## src/rtl/cds_pkg.sv

```systemverilog
// Package for the calendar date stepper: widths, codes, microcode types
// and the month length function. No dependencies.
`default_nettype none

package cds_pkg;

    localparam int YEAR_WIDTH  = 16;
    localparam int DELTA_WIDTH = 16;

    localparam logic [YEAR_WIDTH-1:0] YEAR_MAX   = '1;
    localparam logic [YEAR_WIDTH-1:0] YEAR_RESET = YEAR_WIDTH'(1970);

    localparam logic [3:0] MONTH_JAN = 4'd1;
    localparam logic [3:0] MONTH_FEB = 4'd2;
    localparam logic [3:0] MONTH_DEC = 4'd12;
    localparam logic [4:0] DAY_FIRST = 5'd1;
    localparam logic [4:0] DAY_LAST_DEC = 5'd31;
    localparam logic [4:0] DAY_FEB_LEAP = 5'd29;

    localparam logic [4:0] MONTH_LEN [16] = '{
        5'd0, 5'd31, 5'd28, 5'd31, 5'd30, 5'd31, 5'd30, 5'd31,
        5'd31, 5'd30, 5'd31, 5'd30, 5'd31, 5'd0, 5'd0, 5'd0
    };

    localparam logic [1:0] CMD_SET  = 2'd0;
    localparam logic [1:0] CMD_ADD  = 2'd1;
    localparam logic [1:0] CMD_READ = 2'd2;

    localparam logic [1:0] ST_OK        = 2'd0;
    localparam logic [1:0] ST_BAD_MONTH = 2'd1;
    localparam logic [1:0] ST_BAD_DAY   = 2'd2;
    localparam logic [1:0] ST_YEAR_SAT  = 2'd3;

    typedef logic [2:0] upc_t;

    localparam upc_t UA_WAIT    = 3'd0;
    localparam upc_t UA_DECODE  = 3'd1;
    localparam upc_t UA_CHK_ADD = 3'd2;
    localparam upc_t UA_STEP    = 3'd3;
    localparam upc_t UA_SET     = 3'd4;
    localparam upc_t UA_EMIT    = 3'd5;

    typedef enum logic [2:0] {
        OP_NOP,
        OP_CAPTURE,
        OP_STEP,
        OP_SET,
        OP_EMIT
    } op_t;

    typedef enum logic [2:0] {
        COND_ALWAYS,
        COND_TAKEN,
        COND_IS_SET,
        COND_IS_ADD,
        COND_STEP_END
    } cond_t;

    typedef struct packed {
        op_t   op;
        cond_t cond;
        upc_t  jt;
        upc_t  jf;
    } ctrl_t;

    typedef struct packed {
        logic taken;
        logic is_set;
        logic is_add;
        logic step_end;
    } flags_t;

    function automatic logic [4:0] days_in(input logic [YEAR_WIDTH-1:0] year,
                                           input logic [3:0] month);
        logic [4:0] len;
        len = MONTH_LEN[month];
        if (month == MONTH_FEB && year[1:0] == 2'b00)
        begin
            len = DAY_FEB_LEAP;
        end
        return len;
    endfunction

endpackage

`default_nettype wire

```

## src/rtl/cds_if.sv

```systemverilog
// Channel interfaces of the calendar date stepper: command items in,
// date items out. Depends on cds_pkg.
`default_nettype none

interface cds_cmd_if;
    import cds_pkg::*;

    logic                          valid;
    logic                          ready;
    logic [1:0]                    cmd;
    logic [YEAR_WIDTH-1:0]         new_year;
    logic [3:0]                    new_month;
    logic [4:0]                    new_day;
    logic signed [DELTA_WIDTH-1:0] day_delta;

    modport source (output valid, cmd, new_year, new_month, new_day, day_delta,
                    input ready);
    modport sink (input valid, cmd, new_year, new_month, new_day, day_delta,
                  output ready);
endinterface

interface cds_date_if;
    import cds_pkg::*;

    logic                  valid;
    logic                  ready;
    logic [YEAR_WIDTH-1:0] cur_year;
    logic [3:0]            cur_month;
    logic [4:0]            cur_day;
    logic [1:0]            status;

    modport source (output valid, cur_year, cur_month, cur_day, status,
                    input ready);
    modport sink (input valid, cur_year, cur_month, cur_day, status,
                  output ready);
endinterface

`default_nettype wire

```

## src/rtl/cds_sequencer.sv

```systemverilog
// Microcode sequencer: step counter, control store and jump logic.
// Depends on cds_pkg.
`default_nettype none

module cds_sequencer
    import cds_pkg::*;
(
    input  wire logic   clk,
    input  wire logic   rst_n,
    input  wire flags_t flags,
    output ctrl_t       ctrl
);

    upc_t upc_reg;
    upc_t upc_next;
    logic cond_true;

    function automatic ctrl_t ucode_rom(input upc_t addr);
        ctrl_t w;
        case (addr)
            UA_WAIT:    w = '{op: OP_CAPTURE, cond: COND_TAKEN,
                              jt: UA_DECODE, jf: UA_WAIT};
            UA_DECODE:  w = '{op: OP_NOP, cond: COND_IS_SET,
                              jt: UA_SET, jf: UA_CHK_ADD};
            UA_CHK_ADD: w = '{op: OP_NOP, cond: COND_IS_ADD,
                              jt: UA_STEP, jf: UA_EMIT};
            UA_STEP:    w = '{op: OP_STEP, cond: COND_STEP_END,
                              jt: UA_EMIT, jf: UA_STEP};
            UA_SET:     w = '{op: OP_SET, cond: COND_ALWAYS,
                              jt: UA_EMIT, jf: UA_EMIT};
            UA_EMIT:    w = '{op: OP_EMIT, cond: COND_ALWAYS,
                              jt: UA_WAIT, jf: UA_WAIT};
            default:    w = '{op: OP_NOP, cond: COND_ALWAYS,
                              jt: UA_WAIT, jf: UA_WAIT};
        endcase
        return w;
    endfunction

    assign ctrl = ucode_rom(upc_reg);

    always_comb
    begin
        case (ctrl.cond)
            COND_ALWAYS:   cond_true = 1'b1;
            COND_TAKEN:    cond_true = flags.taken;
            COND_IS_SET:   cond_true = flags.is_set;
            COND_IS_ADD:   cond_true = flags.is_add;
            COND_STEP_END: cond_true = flags.step_end;
            default:       cond_true = 1'b1;
        endcase
        upc_next = cond_true ? ctrl.jt : ctrl.jf;
    end

    always_ff @(posedge clk or negedge rst_n)
    begin
        if (!rst_n)
        begin
            upc_reg <= UA_WAIT;
        end
        else
        begin
            upc_reg <= upc_next;
        end
    end

endmodule

`default_nettype wire

```

## src/rtl/cds_datapath.sv

```systemverilog
// Datapath: command capture, date registers, day step unit, set check
// and the output register. Depends on cds_pkg and cds_if.
`default_nettype none

module cds_datapath
    import cds_pkg::*;
(
    input  wire logic  clk,
    input  wire logic  rst_n,
    input  wire ctrl_t ctrl,
    output flags_t     flags,
    cds_cmd_if.sink    cmd_ch,
    cds_date_if.source date_ch
);

    logic [YEAR_WIDTH-1:0]  year_reg,  year_next;
    logic [3:0]             month_reg, month_next;
    logic [4:0]             day_reg,   day_next;
    logic                   out_valid_reg, out_valid_next;

    logic [1:0]             cmd_reg;
    logic [YEAR_WIDTH-1:0]  new_year_reg;
    logic [3:0]             new_month_reg;
    logic [4:0]             new_day_reg;
    logic                   neg_reg;
    logic [DELTA_WIDTH-1:0] mag_reg, mag_next;
    logic [1:0]             status_reg, status_next;

    logic [YEAR_WIDTH-1:0]  out_year_reg;
    logic [3:0]             out_month_reg;
    logic [4:0]             out_day_reg;
    logic [1:0]             out_status_reg;

    logic                   accept;
    logic [DELTA_WIDTH-1:0] delta_raw;
    logic [DELTA_WIDTH-1:0] delta_mag;
    logic [4:0]             len_cur;
    logic [4:0]             len_prev;
    logic [4:0]             len_new;
    logic                   step_fail;

    assign cmd_ch.ready = (ctrl.op == OP_CAPTURE) && (!out_valid_reg || date_ch.ready);
    assign accept       = cmd_ch.valid && cmd_ch.ready;

    assign delta_raw = DELTA_WIDTH'(unsigned'(cmd_ch.day_delta));
    assign delta_mag = delta_raw[DELTA_WIDTH-1] ? (~delta_raw + DELTA_WIDTH'(1)) : delta_raw;

    assign len_cur  = days_in(year_reg, month_reg);
    assign len_prev = days_in(year_reg, month_reg - 4'd1);
    assign len_new  = days_in(new_year_reg, new_month_reg);

    assign flags.taken    = accept;
    assign flags.is_set   = (cmd_reg == CMD_SET);
    assign flags.is_add   = (cmd_reg == CMD_ADD);
    assign flags.step_end = (mag_reg[DELTA_WIDTH-1:1] == '0) || step_fail;

    always_comb
    begin
        year_next      = year_reg;
        month_next     = month_reg;
        day_next       = day_reg;
        mag_next       = mag_reg;
        status_next    = status_reg;
        out_valid_next = out_valid_reg;
        step_fail      = 1'b0;

        if (date_ch.valid && date_ch.ready)
        begin
            out_valid_next = 1'b0;
        end

        case (ctrl.op)
            OP_CAPTURE:
            begin
                if (accept)
                begin
                    status_next = ST_OK;
                    mag_next    = delta_mag;
                end
            end
            OP_STEP:
            begin
                if (mag_reg != '0)
                begin
                    if (!neg_reg)
                    begin
                        if (day_reg < len_cur)
                        begin
                            day_next = day_reg + 5'd1;
                        end
                        else if (month_reg < MONTH_DEC)
                        begin
                            month_next = month_reg + 4'd1;
                            day_next   = DAY_FIRST;
                        end
                        else if (year_reg == YEAR_MAX)
                        begin
                            step_fail = 1'b1;
                        end
                        else
                        begin
                            year_next  = year_reg + YEAR_WIDTH'(1);
                            month_next = MONTH_JAN;
                            day_next   = DAY_FIRST;
                        end
                    end
                    else
                    begin
                        if (day_reg > DAY_FIRST)
                        begin
                            day_next = day_reg - 5'd1;
                        end
                        else if (month_reg > MONTH_JAN)
                        begin
                            month_next = month_reg - 4'd1;
                            day_next   = len_prev;
                        end
                        else if (year_reg == '0)
                        begin
                            step_fail = 1'b1;
                        end
                        else
                        begin
                            year_next  = year_reg - YEAR_WIDTH'(1);
                            month_next = MONTH_DEC;
                            day_next   = DAY_LAST_DEC;
                        end
                    end

                    if (step_fail)
                    begin
                        status_next = ST_YEAR_SAT;
                        mag_next    = '0;
                    end
                    else
                    begin
                        mag_next = mag_reg - DELTA_WIDTH'(1);
                    end
                end
            end
            OP_SET:
            begin
                if (!(new_month_reg inside {[MONTH_JAN:MONTH_DEC]}))
                begin
                    status_next = ST_BAD_MONTH;
                end
                else if (new_day_reg == 5'd0 || new_day_reg > len_new)
                begin
                    status_next = ST_BAD_DAY;
                end
                else
                begin
                    year_next  = new_year_reg;
                    month_next = new_month_reg;
                    day_next   = new_day_reg;
                end
            end
            OP_EMIT:
            begin
                out_valid_next = 1'b1;
            end
            default:
            begin
            end
        endcase
    end

    always_ff @(posedge clk or negedge rst_n)
    begin
        if (!rst_n)
        begin
            year_reg      <= YEAR_RESET;
            month_reg     <= MONTH_JAN;
            day_reg       <= DAY_FIRST;
            out_valid_reg <= 1'b0;
        end
        else
        begin
            year_reg      <= year_next;
            month_reg     <= month_next;
            day_reg       <= day_next;
            out_valid_reg <= out_valid_next;
        end
    end

    always_ff @(posedge clk)
    begin
        status_reg <= status_next;
        mag_reg    <= mag_next;
        if (accept)
        begin
            cmd_reg       <= cmd_ch.cmd;
            new_year_reg  <= cmd_ch.new_year;
            new_month_reg <= cmd_ch.new_month;
            new_day_reg   <= cmd_ch.new_day;
            neg_reg       <= delta_raw[DELTA_WIDTH-1];
        end
        if (ctrl.op == OP_EMIT)
        begin
            out_year_reg   <= year_reg;
            out_month_reg  <= month_reg;
            out_day_reg    <= day_reg;
            out_status_reg <= status_reg;
        end
    end

    assign date_ch.valid     = out_valid_reg;
    assign date_ch.cur_year  = out_year_reg;
    assign date_ch.cur_month = out_month_reg;
    assign date_ch.cur_day   = out_day_reg;
    assign date_ch.status    = out_status_reg;

endmodule

`default_nettype wire

```

## src/rtl/calendar_date_stepper.sv

```systemverilog
// Top level of the calendar date stepper: microcode sequencer plus datapath.
// Depends on cds_pkg, cds_if, cds_sequencer and cds_datapath.
//
// Usage:
//   cmd_ch takes one command item: set date, add a signed day count, or read.
//   date_ch returns exactly one item per command: the stored date after the
//   command and a status (ok, bad month, bad day, year saturated).
//   A rejected set leaves the date unchanged; a saturating add holds the date
//   at the year limit and drops the remaining days.
// Program steps after a command is taken: decode, then set (set) or the add
//   check (add, read), then the step loop for an add, then emit to date_ch.
//   The add loop moves the date one day per cycle through one step unit, so
//   an add of N days (N up to 32768) keeps the block busy for all N steps.
// One command is in flight at a time; cmd_ch.ready is high only at the wait
//   step of the program, and only when the output register is empty or being
//   drained in the same cycle.
// Reset loads 1970-01-01, clears the output register and restarts the program.
// A stalled date_ch holds its item; no new command is taken until it drains.
`default_nettype none

module calendar_date_stepper
    import cds_pkg::*;
(
    input  wire logic  clk,
    input  wire logic  rst_n,
    cds_cmd_if.sink    cmd_ch,
    cds_date_if.source date_ch
);

    ctrl_t  ctrl;
    flags_t flags;

    cds_sequencer u_seq (
        .clk   (clk),
        .rst_n (rst_n),
        .flags (flags),
        .ctrl  (ctrl)
    );

    cds_datapath u_dp (
        .clk     (clk),
        .rst_n   (rst_n),
        .ctrl    (ctrl),
        .flags   (flags),
        .cmd_ch  (cmd_ch),
        .date_ch (date_ch)
    );

endmodule

`default_nettype wire

```

## src/flat_wrapper.sv

```systemverilog
// flat-port wrapper written by rule: the top's interface ports become plain ports
module calendar_date_stepper_flat import cds_pkg::*;
  (clk, rst_n, cmd_ch_valid, cmd_ch_cmd, cmd_ch_new_year, cmd_ch_new_month, cmd_ch_new_day, cmd_ch_day_delta, cmd_ch_ready, date_ch_valid, date_ch_cur_year, date_ch_cur_month, date_ch_cur_day, date_ch_status, date_ch_ready);
  cds_cmd_if cmd_ch_i ();
  cds_date_if date_ch_i ();
  input  wire logic clk;
  input  wire logic rst_n;
  input wire logic [$bits(cmd_ch_i.valid)-1:0] cmd_ch_valid;
  input wire logic [$bits(cmd_ch_i.cmd)-1:0] cmd_ch_cmd;
  input wire logic [$bits(cmd_ch_i.new_year)-1:0] cmd_ch_new_year;
  input wire logic [$bits(cmd_ch_i.new_month)-1:0] cmd_ch_new_month;
  input wire logic [$bits(cmd_ch_i.new_day)-1:0] cmd_ch_new_day;
  input wire logic [$bits(cmd_ch_i.day_delta)-1:0] cmd_ch_day_delta;
  output wire logic [$bits(cmd_ch_i.ready)-1:0] cmd_ch_ready;
  output wire logic [$bits(date_ch_i.valid)-1:0] date_ch_valid;
  output wire logic [$bits(date_ch_i.cur_year)-1:0] date_ch_cur_year;
  output wire logic [$bits(date_ch_i.cur_month)-1:0] date_ch_cur_month;
  output wire logic [$bits(date_ch_i.cur_day)-1:0] date_ch_cur_day;
  output wire logic [$bits(date_ch_i.status)-1:0] date_ch_status;
  input wire logic [$bits(date_ch_i.ready)-1:0] date_ch_ready;
  assign cmd_ch_i.valid = cmd_ch_valid;
  assign cmd_ch_i.cmd = cmd_ch_cmd;
  assign cmd_ch_i.new_year = cmd_ch_new_year;
  assign cmd_ch_i.new_month = cmd_ch_new_month;
  assign cmd_ch_i.new_day = cmd_ch_new_day;
  assign cmd_ch_i.day_delta = cmd_ch_day_delta;
  assign cmd_ch_ready = cmd_ch_i.ready;
  assign date_ch_valid = date_ch_i.valid;
  assign date_ch_cur_year = date_ch_i.cur_year;
  assign date_ch_cur_month = date_ch_i.cur_month;
  assign date_ch_cur_day = date_ch_i.cur_day;
  assign date_ch_status = date_ch_i.status;
  assign date_ch_i.ready = date_ch_ready;
  calendar_date_stepper u_core (.clk(clk), .rst_n(rst_n), .cmd_ch(cmd_ch_i), .date_ch(date_ch_i));
endmodule
```

## config.mk

```make
export PLATFORM = sky130hd
export DESIGN_NAME = calendar_date_stepper_flat
export DESIGN_NICKNAME = d
export VERILOG_FILES = /design/src/rtl/cds_pkg.sv /design/src/rtl/cds_if.sv /design/src/rtl/cds_sequencer.sv /design/src/rtl/cds_datapath.sv /design/src/rtl/calendar_date_stepper.sv /design/src/flat_wrapper.sv
export SDC_FILE = /design/constraint.sdc
export NUM_CORES = 1
export LEC_CHECK = 0
export ABC_AREA = 1
export BUFFER_PORTS_ARGS = -buffer_cell sky130_fd_sc_hd__buf_4
export CORE_UTILIZATION = 50
export DETAILED_ROUTE_END_ITERATION = 7
export GPL_TIMING_DRIVEN = 0
export PLACE_DENSITY = 0.76
export SYNTH_ARGS = -nofsm -noshare
export SYNTH_HDL_FRONTEND = slang
export SYNTH_SLANG_ARGS = --single-unit
```

## constraint.sdc

```tcl
create_clock -name clk -period 2.6 [get_ports clk]
set_input_delay 0.26 -clock clk [delete_from_list [all_inputs] [get_ports clk]]
set_output_delay 0.26 -clock clk [all_outputs]
set_load 0.005 [all_outputs]
```

Word-level counts from Yosys, hierarchy flattened
Memories as Yosys holds them, arrays and structs flattened.
Index checks and enable logic that the tools add are counted.
Storage, ports and cells
  register bits: 102
  bits in read-only memories: 240
  input port bits: 47
  output and inout port bits: 29
  word-level logic and storage cells: 172
  memories: 3
Memories
  (no name shown): depth 16, width 5, rd ports 1, clocked after memory_dff 0, wr ports 0, RTL line cds_pkg.sv:76  | len = MONTH_LEN[month];
  (no name shown): depth 16, width 5, rd ports 1, clocked after memory_dff 0, wr ports 0, RTL line cds_pkg.sv:76
  (no name shown): depth 16, width 5, rd ports 1, clocked after memory_dff 0, wr ports 0, RTL line cds_pkg.sv:76
Cells by class
  add/subtract/negate cells: 8
  order comparisons: 10
  eq/ne operators: 34
  multiplexer cells: 69
  bitwise logic cells: 4
  reduce and logical (&&, ||, !) cells: 28
Operators with widths (count)
  two-way mux 16 bit: 14
  two-way mux 5 bit: 19
  case mux 12 bit (6 select lines): 1
  case mux 16 bit (2 select lines): 2
  two-way mux 4 bit: 10
  adder 16 x 1 -> 16 bit (second input constant): 2
  subtractor 16 x 1 -> 16 bit (second input constant): 2
  inequality test 3 bit (second input constant): 7
  == test 3 x 2 -> 1 bit (second input constant): 6
  == test 16 bit (second input constant): 1
  logical NOT 16 bit: 1
  inverter 16 bit: 1
  nonzero test 16 bit: 1
  >= comparator 5 bit (second input constant): 3
  logical NOT 15 bit: 1
  inverter 4 -> 5 bit: 3
  two-way mux 1 bit: 13
  == test 3 bit (second input constant): 4
  == test 4 x 2 -> 1 bit (second input constant): 3
  two-way mux 2 bit: 5
  inequality test 2 bit (second input constant): 5
  inequality test 5 bit (second input constant): 2
  case mux 5 bit (2 select lines): 1
  AND reduction 10 bit: 1
  30 further kinds: 45

Depth between registers and ports, before layout
  word-level depth: 15
  mapped depth: 21
  mapped depth without buffers: 20

Hierarchy
Synthesis repeated with hierarchy kept, for this count alone.
Unflattened totals
  cells, all modules: 827
  area total of the unflattened synthesis: 6826.5 um2
By module, submodules not included
  cds_datapath: times used 1, cells an instance 786, area an instance 6558.8 um2, seq. area each 2854.0 um2
  cds_sequencer: times used 1, cells an instance 41, area an instance 267.8 um2, seq. area each 75.1 um2

Worst setup path after synthesis
Ideal clock, no wire load.
  path type: register to register
  start: register u_core.u_dp.month_reg[0]
  end: register u_core.u_dp.status_reg[0], enable pin
  setup time: 0.320 ns
  data arrival time: 2.205 ns
  required time: 2.280 ns
  setup slack: 0.074 ns
  cell stages (with the launch flop): 20
  path buffers: 1
  clock period less this slack: 2.526 ns
  cells stage by stage: dfstp_2 -> buf_4 -> inv_1 -> ha_1 -> inv_1 -> nand2_1 -> nand2_2 -> o21ai_0 -> nand2_1 -> ha_1 -> nand2_1 -> inv_1 -> nor2_1 -> nor2_1 -> nand2_1 -> nand2_2 -> nand3_2 -> nand2_2 -> nand3_2 -> a31oi_1
Between the ends
  word-level cells in the longest chain between the ends: 12
  elaborated cells between the ends (all ways): 19
  classes of those cells: order compare: 3; eq/ne: 2; mux: 10; bitwise: 1; reduce/logical: 2; memory: 1
RTL lines
  start, declared: RTL line cds_datapath.sv:17  | logic [3:0] month_reg, month_next;
  start signal, assigned: RTL line cds_datapath.sv:180  | month_reg <= month_next;
  inverter 4 -> 5 bit (implied by the code): RTL line cds_pkg.sv:76
  memory (16 x 5 bit)
  two-way mux 5 bit (implied by the code) (2 in a row): RTL line cds_pkg.sv:76
  two-way mux 5 bit: RTL line cds_pkg.sv:77  | if (month == MONTH_FEB && year[1:0] == 2'b00)
  less-than comparator 5 bit: RTL line cds_datapath.sv:87  | if (day_reg < len_cur)
  two-way mux 1 bit: RTL line cds_datapath.sv:87
  two-way mux 1 bit (*): RTL line cds_datapath.sv:85  | if (!neg_reg)
  two-way mux 1 bit (*): RTL line cds_datapath.sv:83  | if (mag_reg != '0)
  two-way mux 1 bit (*): RTL line cds_datapath.sv:72  | case (ctrl.op)
  inequality test 2 bit (no source line) (*)
  AND reduction 5 bit (no source line) (*)
  end signal, assigned: RTL line cds_datapath.sv:188  | status_reg <= status_next;
  end, declared: RTL line cds_datapath.sv:27  | logic [1:0] status_reg, status_next;
Mark *: on every way between the ends. The rest lies on a longest branch, timed or not. The select of a mux whose other input is x is not followed.
A chain may end at the register's enable or synchronous reset.

Worst setup path in the final report
  start: register u_core.u_dp.month_reg[1]
  end: register u_core.u_dp.status_reg[1], enable pin
Same word-level chain as after synthesis.

==> flow_summary.json <==
{
  "status": "finished clean",
  "drtIter0Drc": 519,
  "synth_edf_count": 73,
  "hold_depth": 1,
  "cts_sinks": 102,
  "path_cells": "inv_4 -> ha_4 -> inv_2 -> nand2_2 -> nand2_2 -> o21ai_1 -> nand2_1 -> ha_1 -> nand2_1 -> inv_1 -> nor2_1 -> nor2_1 -> nand2_1 -> nand2_2 -> nand3_4 -> nand2_4 -> nand3_4 -> a31oi_4",
  "cp_slowest_stage_delay_ns": 0.45,
  "criticalPathCategory": "flop to flop",
  "grt_util_met2_pct": 36.3,
  "nets": 1002,
  "syn_area_mm2": 0.00667,
  "hold_path.class": "primary input to flop",
  "fmax_ghz": 0.401,
  "multi_input_comb_area_mm2": 0.00344,
  "ys_warn_count": 0,
  "ys_seq_area_share_pct": 43.9,
  "n_antenna_cell": 0,
  "final_area_mm2": 0.00822,
  "timing.hold.ws_ns": 0.0777,
  "synth_top_area_share_pct": 32.9,
  "grt_pass1_vias": 5446,
  "top_usage_layer": "met2",
  "die-area_mm2": 0.0138,
  "place_area_mm2": 0.00746,
  "clk_latency_ns": 0.35,
  "cellLeakagePower_nw": 3.72,
  "ys.flop_type": "edfxtp_1",
  "die_y_um": 117,
  "postSynthCellCount": 810,
  "synth-seq-cells": 102,
  "reg2reg_depth": 18,
  "wl_per_cell_um": 14.6,
  "finalWirelength_um": 16000,
  "met3_usage_pct": 4.22,
  "crit_path_end_kind": "flop",
  "start_kind": "flop",
  "synth-async-reset-ratio_pct": 28.4,
  "min_period_ns": 2.49,
  "grt_overflow_total": 0,
  "cts.path.max_buffers": 2,
  "postSynthAreaPerCell_um2": 8.23,
  "cts_root_buffer": "clkbuf_16",
  "synth_top_cell_by_area": "edfxtp_1",
  "slew_headroom_pct": 56.8,
  "grtUsageMet1_pct": 32.1,
  "coreArea_mm2": 0.0128,
  "setup_tns_ns": 0,
  "cp.arrival_ns": 2.56,
  "required_ns": 2.66,
  "drv_cap": 0,
  "fill_cells": 1065,
  "finalCritPeriodShare_pct": 95.9,
  "seq_area_mm2": 0.00293,
  "cts_tree": "done",
  "area_delta_synth_final_pct": 23.3,
  "dr.pass1.iters": 6,
  "drv_slew": 0,
  "cts_buffers": 9,
  "worstMarginPinSlew_ns": 0.647,
  "initial_core_util_pct": 52.0,
  "gp_congestion": 0.930,
  "dp_hpwl_um": 11200,
  "htreeDepth": 3,
  "cellPowerDensity_mw_per_mm2": 1190,
  "slowest_stage": "dfrtp_2",
  "finalSetupViolCount": 0,
  "io_pins": 76,
  "synth_nets": 891,
  "numPortBuffers": 75,
  "grt_pass1_wl_um": 25800,
  "antenna_found_initial": 0,
  "cts.clk_slew.worst_paths_ns": 0.08,
  "cp_max_fo": 5,
  "ant_nets": 0,
  "finClkSkew_ns": 0.0100,
  "drc": 0,
  "viasPerCell": 5.35,
  "synthDistinctLibCells": 50,
  "grt.total_usage_pct": 23.3,
  "max-vdd-ir-drop_v": 0.000558,
  "grt_max_degree": 30,
  "die_width_um": 117,
  "rsz0062_at_grt": "true",
  "ys_top_cells_by_area": "edfxtp_1 33%, nand2_1 11%, dfrtp_1 7.5%, ha_1 6.2%, nand3_1 5.8%",
  "rows": 41,
  "vias": 5879,
  "hold_viol": 0,
  "drive_gt1_share_pct": 24.4
}
## where the power goes
group	total [W]	internal, W	switching, W
registers	0.00300	0.00246	0.000540
clock network	0.00167	0.00104	0.000627
logic	0.00508	0.00198	0.00310
## cells by family after synthesis
| kind of cell | count (synthesis) | synth area share, % |
|---|---|---|
| AND/OR/NAND/NOR | 426 | 29.1 |
| buffers and inverters | 117 | 7.15 |
| AO/OA/AOI/OAI | 104 | 9.72 |
| flip-flops | 102 | 43.9 |
| adder cells (fa/ha/maj) | 34 | 6.49 |
| XOR/XNOR | 24 | 3.15 |
| multiplexers | 3 | 0.450 |
## cell type report
| cell class | count | area share (%) |
|---|---|---|
| plain buffers | 16 | 1.26 |
| clock buffers | 9 | 2.74 |
| flip-flops and latches | 102 | 35.6 |
| clock inverters | 7 | 1.73 |
| multi-input cells | 591 | 41.8 |
| repair buffers | 101 | 9.53 |
| well taps | 172 | 2.62 |
| inverters | 100 | 4.64 |
## critical path, delay by kind of cell (launching register included)
family          cells  cell delay, ns
simple gates       11            0.84
compound gates      2            0.31
fa+ha+maj           2            0.40
buf+inv             3            0.17
flops               1            0.45
## synth_stat cells (4+ instances only)
| cell type | number |
|---|---|
| nand4_1 | 12 |
| dfstp_2 | 9 |
| nor2_2 | 4 |
| nand2_2 | 13 |
| dfrtp_1 | 20 |
| o21ai_0 | 32 |
| inv_1 | 93 |
| clkbuf_1 | 8 |
| o21ai_2 | 16 |
| edfxtp_1 | 73 |
| xor2_1 | 15 |
| nor3_1 | 17 |
| ha_1 | 33 |
| o21ai_1 | 5 |
| buf_6 | 4 |
| nand3_2 | 4 |
| nand2_1 | 203 |
| or2_2 | 5 |
| xnor2_1 | 9 |
| nand3_1 | 77 |
| o22ai_1 | 13 |
| nor2_1 | 69 |
| nand3b_1 | 6 |
| a21oi_1 | 28 |
| inv_2 | 6 |
## final timing paths
kind	start	end	slack, ns
setup / recovery	u_core.u_dp.month_reg[1]$_DFFE_PN0P_	u_core.u_dp.status_reg[1]$_DFFE_PP_	0.11
hold / removal	cmd_ch_new_year[6]	u_core.u_dp.new_year_reg[6]$_DFFE_PP_	0.08
setup reg to reg	u_core.u_dp.month_reg[1]$_DFFE_PN0P_	u_core.u_dp.status_reg[1]$_DFFE_PP_	0.11
hold reg to reg	u_core.u_dp.status_reg[1]$_DFFE_PP_	u_core.u_dp.date_ch.status[1]$_DFFE_PP_	0.44
max in group asynchronous	rst_n	u_core.u_dp.year_reg[9]$_DFFE_PN1P_	1.87
min in group asynchronous	rst_n	u_core.u_dp.day_reg[4]$_DFFE_PN0P_	0.38
## placed cells by master, fill, tap and decap left out, drive strengths merged, types with 2 or more instances in the layout
| cell | synthesis | routed |
|---|---|---|
| or2 | 7 | 7 |
| clkinv | 1 | 2 |
| bufinv | 0 | 4 |
| xor2 | 15 | 15 |
| o21ai | 53 | 53 |
| edfxtp | 73 | 73 |
| dfrtp | 20 | 20 |
| xnor2 | 9 | 9 |
| clkbuf | 8 | 18 |
| mux2i | 3 | 3 |
| a21oi | 29 | 29 |
| o211ai | 2 | 2 |
| nand4 | 12 | 12 |
| nor3 | 19 | 19 |
| o22ai | 13 | 13 |
| ha | 33 | 33 |
| inv | 99 | 100 |
| nand2 | 217 | 217 |
| nor4 | 3 | 3 |
| nor2 | 76 | 76 |
| nand3b | 6 | 6 |
| nand3 | 83 | 83 |
| buf | 9 | 107 |
| dfstp | 9 | 9 |
## through the flow
step	power (W)	util, %	cells	setup slack (ns)
global placement	0.00741	58.1	1057	-0.225
finish	0.00975	64.1	1098	0.106
detailed placement	0.00753	58.2	1058	-0.253
CTS	0.00934	62.0	1084	0.0142
global route	0.0105	64.1	1098	-0.0878
floorplan	0.00637	-	810	0.0745
## layer usage
| layer | wire length (um) | vias to the layer above | share of wire (%) |
|---|---|---|---|
| met2 | 7340 | 227 | 46 |
| met1 | 7180 | 2679 | 45 |
| met4 | 388 | 0 | 2.4 |
| met3 | 1140 | 34 | 7.1 |
| li1 | - | 2939 | - |
| met5 | 0 | - | 0 |
## timing repair
| item | 4_1_cts | 5_1_grt |
|---|---|---|
| endpoints found under the setup margin | 61 | 43 |
| gates resized for setup | 11 | 41 |
| hold buffers | 1 | 0 |
| pin swaps | 1 | 17 |
| hold endpoints to repair | 20 | 0 |
| gates cloned | 1 | 1 |
| buffers inserted | 9 | 13 |
Power figures use the tool's default switching activity.
